**src/hdl/audio_peak_rms_meter_defines.svh**
```systemverilog
// assertion macros for the audio peak and rms meter
// used by the top level only, needs clk_i and rst_ni in scope
`ifndef AUDIO_PEAK_RMS_METER_DEFINES_SVH
`define AUDIO_PEAK_RMS_METER_DEFINES_SVH

// same-cycle implication, quiet while in reset
`define APRM_ASSERT_IMP(label, ante, cons, msg) \
  label: assert property (@(posedge clk_i) disable iff (!rst_ni) (ante) |-> (cons)) \
    else $error(msg);

// next-cycle implication, quiet while in reset
`define APRM_ASSERT_NXT(label, ante, cons, msg) \
  label: assert property (@(posedge clk_i) disable iff (!rst_ni) (ante) |=> (cons)) \
    else $error(msg);

`endif

```
**src/hdl/aprm_pkg.sv**
```systemverilog
// shared types and constants for the audio peak and rms meter
// no dependencies
package aprm_pkg;

  localparam int unsigned COUNT_BITS  = 20;
  localparam int unsigned SAMPLE_W    = 16;
  localparam int unsigned MAG_W       = 16;
  localparam int unsigned SQ_W        = 2 * MAG_W;
  // largest square is 2^30, summed over at most 2^COUNT_BITS - 1 samples
  localparam int unsigned ENERGY_W    = 2 * (MAG_W - 1) + COUNT_BITS;
  // mean square never exceeds 2^30
  localparam int unsigned QUO_W       = 2 * (MAG_W - 1) + 1;
  localparam int unsigned ROOT_W      = QUO_W + 1;
  localparam int unsigned SQRT_STEPS  = (QUO_W + 1) / 2;
  localparam int unsigned ALU_W       = (COUNT_BITS + 1 > ROOT_W) ? COUNT_BITS + 1 : ROOT_W;
  localparam int unsigned STEP_W      = $clog2(ENERGY_W);
  localparam int unsigned OUT_COUNT_W = 20;
  localparam int unsigned LEVEL_W     = 16;

  localparam logic [COUNT_BITS-1:0] COUNT_LIMIT = '1;

  localparam logic [1:0] KIND_SAMPLE  = 2'd0;
  localparam logic [1:0] KIND_CLOSE   = 2'd1;
  localparam logic [1:0] KIND_RESTART = 2'd2;

  typedef struct packed {
    logic [1:0]                 kind;
    logic signed [SAMPLE_W-1:0] sample;
  } aprm_in_t;

  typedef struct packed {
    logic [OUT_COUNT_W-1:0] sample_count;
    logic [LEVEL_W-1:0]     peak_level;
    logic [LEVEL_W-1:0]     rms_level;
    logic                   saturated;
  } aprm_out_t;

  typedef struct packed {
    logic [ALU_W-1:0] diff;
    logic             ge;
  } aprm_alu_res_t;

endpackage

```
**src/hdl/aprm_alu.sv**
```systemverilog
// shared subtract and compare unit of the meter
// depends on aprm_pkg
module aprm_alu (
  input  logic [aprm_pkg::ALU_W-1:0] a_i,
  input  logic [aprm_pkg::ALU_W-1:0] b_i,
  output aprm_pkg::aprm_alu_res_t    res_o
);
  import aprm_pkg::*;

  logic [ALU_W:0] diff_full;

  // extra top bit is the borrow
  assign diff_full  = {1'b0, a_i} - {1'b0, b_i};
  assign res_o.diff = diff_full[ALU_W-1:0];
  assign res_o.ge   = ~diff_full[ALU_W];

endmodule

```
**src/hdl/audio_peak_rms_meter.sv**
```systemverilog
// Audio peak and rms level meter. A sample beat (kind sample) adds one signed 16-bit
// PCM value to the current window: peak magnitude, sum of squares and sample count.
// A close beat reports count, peak, rms and a saturation flag, then clears the window;
// a restart beat clears it silently, and kind 3 is ignored. Rms is isqrt(energy/count),
// 0 for an empty window. Once the count reaches 2^20 - 1 it and the energy stop growing,
// the peak is still tracked and the report sets saturated. Timing: a sample takes its
// magnitude at accept, then holds the input stall through the square and accumulate
// states before the next beat can go in. A restart or ignored beat does not stall the
// input. A close of an empty window goes straight to the hand-off; any other close runs
// 50 restoring divide steps and 16 square root steps, each one pass through the single
// shared subtractor, between the load and the hand-off to the output register. The
// result sits in an output register, so new beats are accepted while a report waits;
// a second report waits in its final state until the output register is free.
// depends on aprm_pkg, aprm_alu and audio_peak_rms_meter_defines.svh
`include "audio_peak_rms_meter_defines.svh"

module audio_peak_rms_meter (
  input  logic                clk_i,
  input  logic                rst_ni,
  input  logic                in_valid_i,
  output logic                in_stall_o,
  input  aprm_pkg::aprm_in_t  in_data_i,
  output logic                out_valid_o,
  input  logic                out_stall_i,
  output aprm_pkg::aprm_out_t out_data_o
);
  import aprm_pkg::*;

  // sequencer states
  localparam logic [2:0] ST_IDLE = 3'd0;
  localparam logic [2:0] ST_SQ   = 3'd1;  // square the magnitude, track the peak
  localparam logic [2:0] ST_ACC  = 3'd2;  // add to energy and count
  localparam logic [2:0] ST_DIV  = 3'd3;  // one quotient bit per cycle
  localparam logic [2:0] ST_SQRT = 3'd4;  // one root bit per cycle
  localparam logic [2:0] ST_FIN  = 3'd5;  // hand result to the output register

  logic [2:0]            state_q, state_d;
  logic [STEP_W-1:0]     cnt_q, cnt_d;

  // window state
  logic [COUNT_BITS-1:0] win_count_q, win_count_d;
  logic [MAG_W-1:0]      win_peak_q, win_peak_d;
  logic [ENERGY_W-1:0]   win_energy_q, win_energy_d;

  // sample path
  logic [MAG_W-1:0]      raw;
  logic [MAG_W-1:0]      mag_q, mag_d;
  logic [SQ_W-1:0]       prod_q, prod_d;

  // report path
  logic [COUNT_BITS-1:0] res_count_q, res_count_d;
  logic [MAG_W-1:0]      res_peak_q, res_peak_d;
  logic                  res_sat_q, res_sat_d;
  logic [ENERGY_W-1:0]   quo_q, quo_d;
  logic [COUNT_BITS-1:0] rem_q, rem_d;
  logic [QUO_W-1:0]      sq_v_q, sq_v_d;
  logic [ROOT_W-1:0]     sq_root_q, sq_root_d;
  logic [QUO_W-1:0]      sq_bit_q, sq_bit_d;

  // output register
  logic                  out_valid_q, out_valid_d;
  aprm_out_t             out_q, out_d;

  // shared unit
  logic [ALU_W-1:0]      alu_a, alu_b;
  aprm_alu_res_t         alu_res;

  logic                  in_accept;

  assign in_stall_o  = (state_q != ST_IDLE);
  assign in_accept   = in_valid_i && !in_stall_o;
  assign out_valid_o = out_valid_q;
  assign out_data_o  = out_q;
  assign raw         = in_data_i.sample;

  aprm_alu u_alu (
    .a_i   (alu_a),
    .b_i   (alu_b),
    .res_o (alu_res)
  );

  always_comb begin
    state_d      = state_q;
    cnt_d        = cnt_q;
    win_count_d  = win_count_q;
    win_peak_d   = win_peak_q;
    win_energy_d = win_energy_q;
    mag_d        = mag_q;
    prod_d       = prod_q;
    res_count_d  = res_count_q;
    res_peak_d   = res_peak_q;
    res_sat_d    = res_sat_q;
    quo_d        = quo_q;
    rem_d        = rem_q;
    sq_v_d       = sq_v_q;
    sq_root_d    = sq_root_q;
    sq_bit_d     = sq_bit_q;
    out_d        = out_q;
    out_valid_d  = out_valid_q && out_stall_i;
    alu_a        = '0;
    alu_b        = '0;

    case (state_q)
      ST_IDLE: begin
        if (in_accept) begin
          case (in_data_i.kind)
            KIND_SAMPLE: begin
              // -32768 wraps to 0x8000, which reads as 32768 unsigned
              mag_d   = raw[MAG_W-1] ? (~raw + MAG_W'(1)) : raw;
              state_d = ST_SQ;
            end
            KIND_CLOSE: begin
              // snapshot the window, then clear it
              res_count_d  = win_count_q;
              res_peak_d   = win_peak_q;
              res_sat_d    = (win_count_q == COUNT_LIMIT);
              quo_d        = win_energy_q;
              rem_d        = '0;
              sq_root_d    = '0;
              cnt_d        = STEP_W'(ENERGY_W - 1);
              win_count_d  = '0;
              win_peak_d   = '0;
              win_energy_d = '0;
              // empty window reports a zero rms
              state_d      = (win_count_q == '0) ? ST_FIN : ST_DIV;
            end
            KIND_RESTART: begin
              win_count_d  = '0;
              win_peak_d   = '0;
              win_energy_d = '0;
            end
            default: begin
            end
          endcase
        end
      end

      ST_SQ: begin
        prod_d = SQ_W'(mag_q) * SQ_W'(mag_q);
        if (mag_q > win_peak_q) begin
          win_peak_d = mag_q;
        end
        state_d = ST_ACC;
      end

      ST_ACC: begin
        if (win_count_q != COUNT_LIMIT) begin
          win_energy_d = win_energy_q + ENERGY_W'(prod_q);
          win_count_d  = win_count_q + COUNT_BITS'(1);
        end
        state_d = ST_IDLE;
      end

      ST_DIV: begin
        // restoring divide, quotient bits shift in from the bottom
        alu_a = ALU_W'({rem_q, quo_q[ENERGY_W-1]});
        alu_b = ALU_W'(res_count_q);
        rem_d = alu_res.ge ? COUNT_BITS'(alu_res.diff) : COUNT_BITS'(alu_a);
        quo_d = {quo_q[ENERGY_W-2:0], alu_res.ge};
        if (cnt_q == '0) begin
          // mean square is at most 2^30, the low bits hold all of it
          sq_v_d    = QUO_W'(quo_d);
          sq_root_d = '0;
          sq_bit_d  = {1'b1, {(QUO_W - 1){1'b0}}};
          cnt_d     = STEP_W'(SQRT_STEPS - 1);
          state_d   = ST_SQRT;
        end else begin
          cnt_d = cnt_q - STEP_W'(1);
        end
      end

      ST_SQRT: begin
        // digit-by-digit root, one bit pair per cycle
        alu_a = ALU_W'(sq_v_q);
        alu_b = ALU_W'(sq_root_q + ROOT_W'(sq_bit_q));
        if (alu_res.ge) begin
          sq_v_d    = QUO_W'(alu_res.diff);
          sq_root_d = (sq_root_q >> 1) + ROOT_W'(sq_bit_q);
        end else begin
          sq_root_d = sq_root_q >> 1;
        end
        sq_bit_d = sq_bit_q >> 2;
        if (cnt_q == '0) begin
          state_d = ST_FIN;
        end else begin
          cnt_d = cnt_q - STEP_W'(1);
        end
      end

      ST_FIN: begin
        // wait here while an earlier report is still stalled
        if (!out_valid_q || !out_stall_i) begin
          out_d.sample_count = OUT_COUNT_W'(res_count_q);
          out_d.peak_level   = LEVEL_W'(res_peak_q);
          out_d.rms_level    = LEVEL_W'(sq_root_q);
          out_d.saturated    = res_sat_q;
          out_valid_d        = 1'b1;
          state_d            = ST_IDLE;
        end
      end

      default: begin
        state_d = ST_IDLE;
      end
    endcase
  end

  // control and window state
  always_ff @(posedge clk_i or negedge rst_ni) begin
    if (!rst_ni) begin
      state_q      <= ST_IDLE;
      cnt_q        <= '0;
      win_count_q  <= '0;
      win_peak_q   <= '0;
      win_energy_q <= '0;
      out_valid_q  <= 1'b0;
    end else begin
      state_q      <= state_d;
      cnt_q        <= cnt_d;
      win_count_q  <= win_count_d;
      win_peak_q   <= win_peak_d;
      win_energy_q <= win_energy_d;
      out_valid_q  <= out_valid_d;
    end
  end

  // datapath registers
  always_ff @(posedge clk_i) begin
    mag_q       <= mag_d;
    prod_q      <= prod_d;
    res_count_q <= res_count_d;
    res_peak_q  <= res_peak_d;
    res_sat_q   <= res_sat_d;
    quo_q       <= quo_d;
    rem_q       <= rem_d;
    sq_v_q      <= sq_v_d;
    sq_root_q   <= sq_root_d;
    sq_bit_q    <= sq_bit_d;
    out_q       <= out_d;
  end

  // a report only appears from the hand-off state
  `APRM_ASSERT_IMP(a_out_from_fin, $rose(out_valid_o), $past(state_q) == ST_FIN, "report without hand-off")
  // divide remainder stays below the divisor
  `APRM_ASSERT_IMP(a_rem_bound, state_q == ST_DIV, rem_q < res_count_q, "remainder out of range")
  // root step bit is a single bit throughout the root
  `APRM_ASSERT_IMP(a_bit_onehot, state_q == ST_SQRT, $onehot(sq_bit_q), "root bit lost")
  // a saturated count does not move on accumulate
  `APRM_ASSERT_NXT(a_sat_hold, (state_q == ST_ACC) && (win_count_q == COUNT_LIMIT), win_count_q == COUNT_LIMIT, "count moved past limit")

endmodule
```
**config.mk**
```make
export PLATFORM = sky130hd
export DESIGN_NAME = audio_peak_rms_meter
export DESIGN_NICKNAME = d
export VERILOG_FILES = /design/src/hdl/aprm_pkg.sv /design/src/hdl/aprm_alu.sv /design/src/hdl/audio_peak_rms_meter.sv
export VERILOG_INCLUDE_DIRS = /design/src /design/src/hdl
export SDC_FILE = /design/constraint.sdc
export NUM_CORES = 1
export LEC_CHECK = 0
export ABC_CLOCK_PERIOD_IN_PS = 9200
export CAP_MARGIN = 20
export CELL_PAD_IN_SITES_DETAIL_PLACEMENT = 0
export CELL_PAD_IN_SITES_GLOBAL_PLACEMENT = 1
export CORE_MARGIN = 2
export CORE_UTILIZATION = 52
export DETAILED_ROUTE_END_ITERATION = 8
export DONT_BUFFER_PORTS = 1
export PLACE_DENSITY_LB_ADDON = 0.3
export SYNTH_ARGS = -nofsm -noshare
export SYNTH_HDL_FRONTEND = slang
export SYNTH_HIERARCHICAL = 1
export SYNTH_SLANG_ARGS = --single-unit
```
**constraint.sdc**
```tcl
create_clock -name clk_i -period 9.2 [get_ports clk_i]
set_input_delay 0.92 -clock clk_i [delete_from_list [all_inputs] [get_ports clk_i]]
set_output_delay 0.92 -clock clk_i [all_outputs]
set_load 0.02 [all_outputs]
```
==> impl_metrics.toml <==
[clock_network]
clk_pin_slew_ns = 0.06
cts_made_buffers = 45
post_cts_buffers = 0
cts_hold_buffers = 3
cts_max_path_buffers = 3
root_buffer = "clkbuf_16"
clkSinkCount = 382
cts_tree = "built"
ctsResizeCount = 0
insertion_delay_ns = 0.59
cts_max_level = 2

[cells_and_area]
n_antenna_cell = 0
final_cell_area_um2 = 31400
layout_commonest_cell = "nand2_1"
fin_nets = 3354
syn_to_final_growth_pct = 8.00
final_layout_size_suffix_gt1_share_pct = 5.30
multiInputGateArea_um2 = 16500
ff_latch_area_um2 = 11000
layout_common_cells = "nand2_1 (471), inv_1 (337), edfxtp_1 (286)"
fillers = 4806

[logic_synthesis]
syn_avg_cell_area_um2 = 9.73
synth_area_um2 = 29100
ys_warn_count = 6
synth_nets = 3400
synthCells = 2990

[sta]
hold_violations = 0
post-route-min-period_ns = 7.23
whs_ns = 0.0396
fin_ws_ns = 1.97
fin_crit_sh_pct = 78.6
max-slew-margin-rel_pct = 30.9
drv_slew = 0
worst_slew_pin_slew_ns = 1.03
clock.fmax_mhz = 138
finalClockSkew_ns = 0.0218
final.setup.tns_ns = 0
setup_viol = 0
rsz0062_at_grt = "no"

[detailed_routing]
route.detailed.drc = 0
wl_mm = 72.0
wire_per_inst_um = 19.3
drt-initial-drc-count = 1470
postRouteAntennaNets = 0
viasPerCell = 5.73
dr.pass1.iters = 6
vias = 21400

[floorplanning]
num_io_pins = 77
row_count = 86
die_area_um2 = 57900
core_um2 = 55200
start_util_pct = 52.7
die_y_um = 241
die_w_um = 241

[placement]
port_buffers = 0
preCtsSetupSlack_ns = 1.95
place.gp.congestion = 0.883
place_hpwl_mm = 53.3
placed_cell_area_um2 = 29800

[global_routing]
grt_first_pass_wirelength_mm = 116
grt_max_degree = 73
gr-total-overflow = 0
grt_use_total_pct = 25.3
grt_pass1_vias = 21700
antenna_found_initial = 2

[run_status]
status = "finished clean"

[hold_path]
hp-class = "input port to async pin"

[pwr]
p_leak_nw = 14.1
peakVddDrop_mv = 0.449
p_total_mw = 12.2
powerDensity_nw_per_um2 = 388

[setup_path]
critPathKind = "register to register"
startpoint_type = "register"
cp_max_fo = 15
cp.arrival_ns = 7.61
crit_required_ns = 9.58
ff2ff_path_depth = 23
crit_path_end_kind = "register"
r2r-start = "mag_q[6]"
crit_start = "mag_q[6]"

[job]
maxCapViolCount = 0
area by class of cell:
class,count,share of cell area [%]
clock buffers,56,3.84
clock inverters,27,1.14
inverters,339,4.05
multi-input cells,2155,52.4
flip-flops and latches,382,35.0
well taps,748,2.98
repair buffers,21,0.581
critical path: stages, from the launching register on:
cell and delay (ns):
edfxtp_1 0.70, inv_1 0.27, nor2_1 0.28, inv_1 0.10, fa_1 0.51, inv_1 0.06, fa_1 0.50, inv_1 0.05
fa_1 0.47, inv_1 0.05, fa_1 0.50, fa_1 0.54, inv_1 0.06, fa_1 0.53, inv_1 0.04, ha_1 0.36
o21a_1 0.21, nor2_1 0.16, a21oi_1 0.11, a31o_2 0.27, o311ai_0 0.49, a21oi_1 0.20, nand2b_1 0.21, o311ai_0 0.36
per-stage QoR:
stage | util (%) | cells
final | 56.9 | 3728
after global routing | 56.9 | 3728
after CTS | 56.9 | 3728
after detailed placement | 54.0 | 3642
after global placement | 54.0 | 3642
after floorplan | - | 2990
state kept, by name, indices dropped and copies added (netlist names), 6 cells and up:
register / cells
rem_q: 20
sq_bit_q: 16
win_energy_q: 50
mag_q: 16
sq_v_q: 31
res_peak_q: 16
prod_q: 31
cnt_q: 6
out_data_o: 53
win_count_q: 20
quo_q: 50
win_peak_q: 16
res_count_q: 20
sq_root_q: 32
power breakdown:
| part | internal, mW | leakage, nW | switching [mW] |
|---|---|---|---|
| Combinational | 2.99 | 9.37 | 4.51 |
| Clock | 1.14 | 0.761 | 0.763 |
| Sequential | 2.50 | 3.96 | 0.298 |
metal layers:
layer | share of wire (%) | GRT usage [%]
met2 | 50 | 43.8
met4 | 2.6 | 6.98
met5 | 0 | 0
met1 | 44 | 33.7
met3 | 3.6 | 2.72
worst paths after layout:
check / end / slack [ns]
min in group clk_i: out_data_o[20] / 0.42
setup / recovery: prod_q[28] / 1.97
hold reg to reg: out_data_o[20] / 0.42
setup reg to reg: prod_q[28] / 1.97
max in group asynchronous: cnt_q[1] / 7.70
hold / removal: win_count_q[9] / 0.04
(Power assumes the default switching activity.)
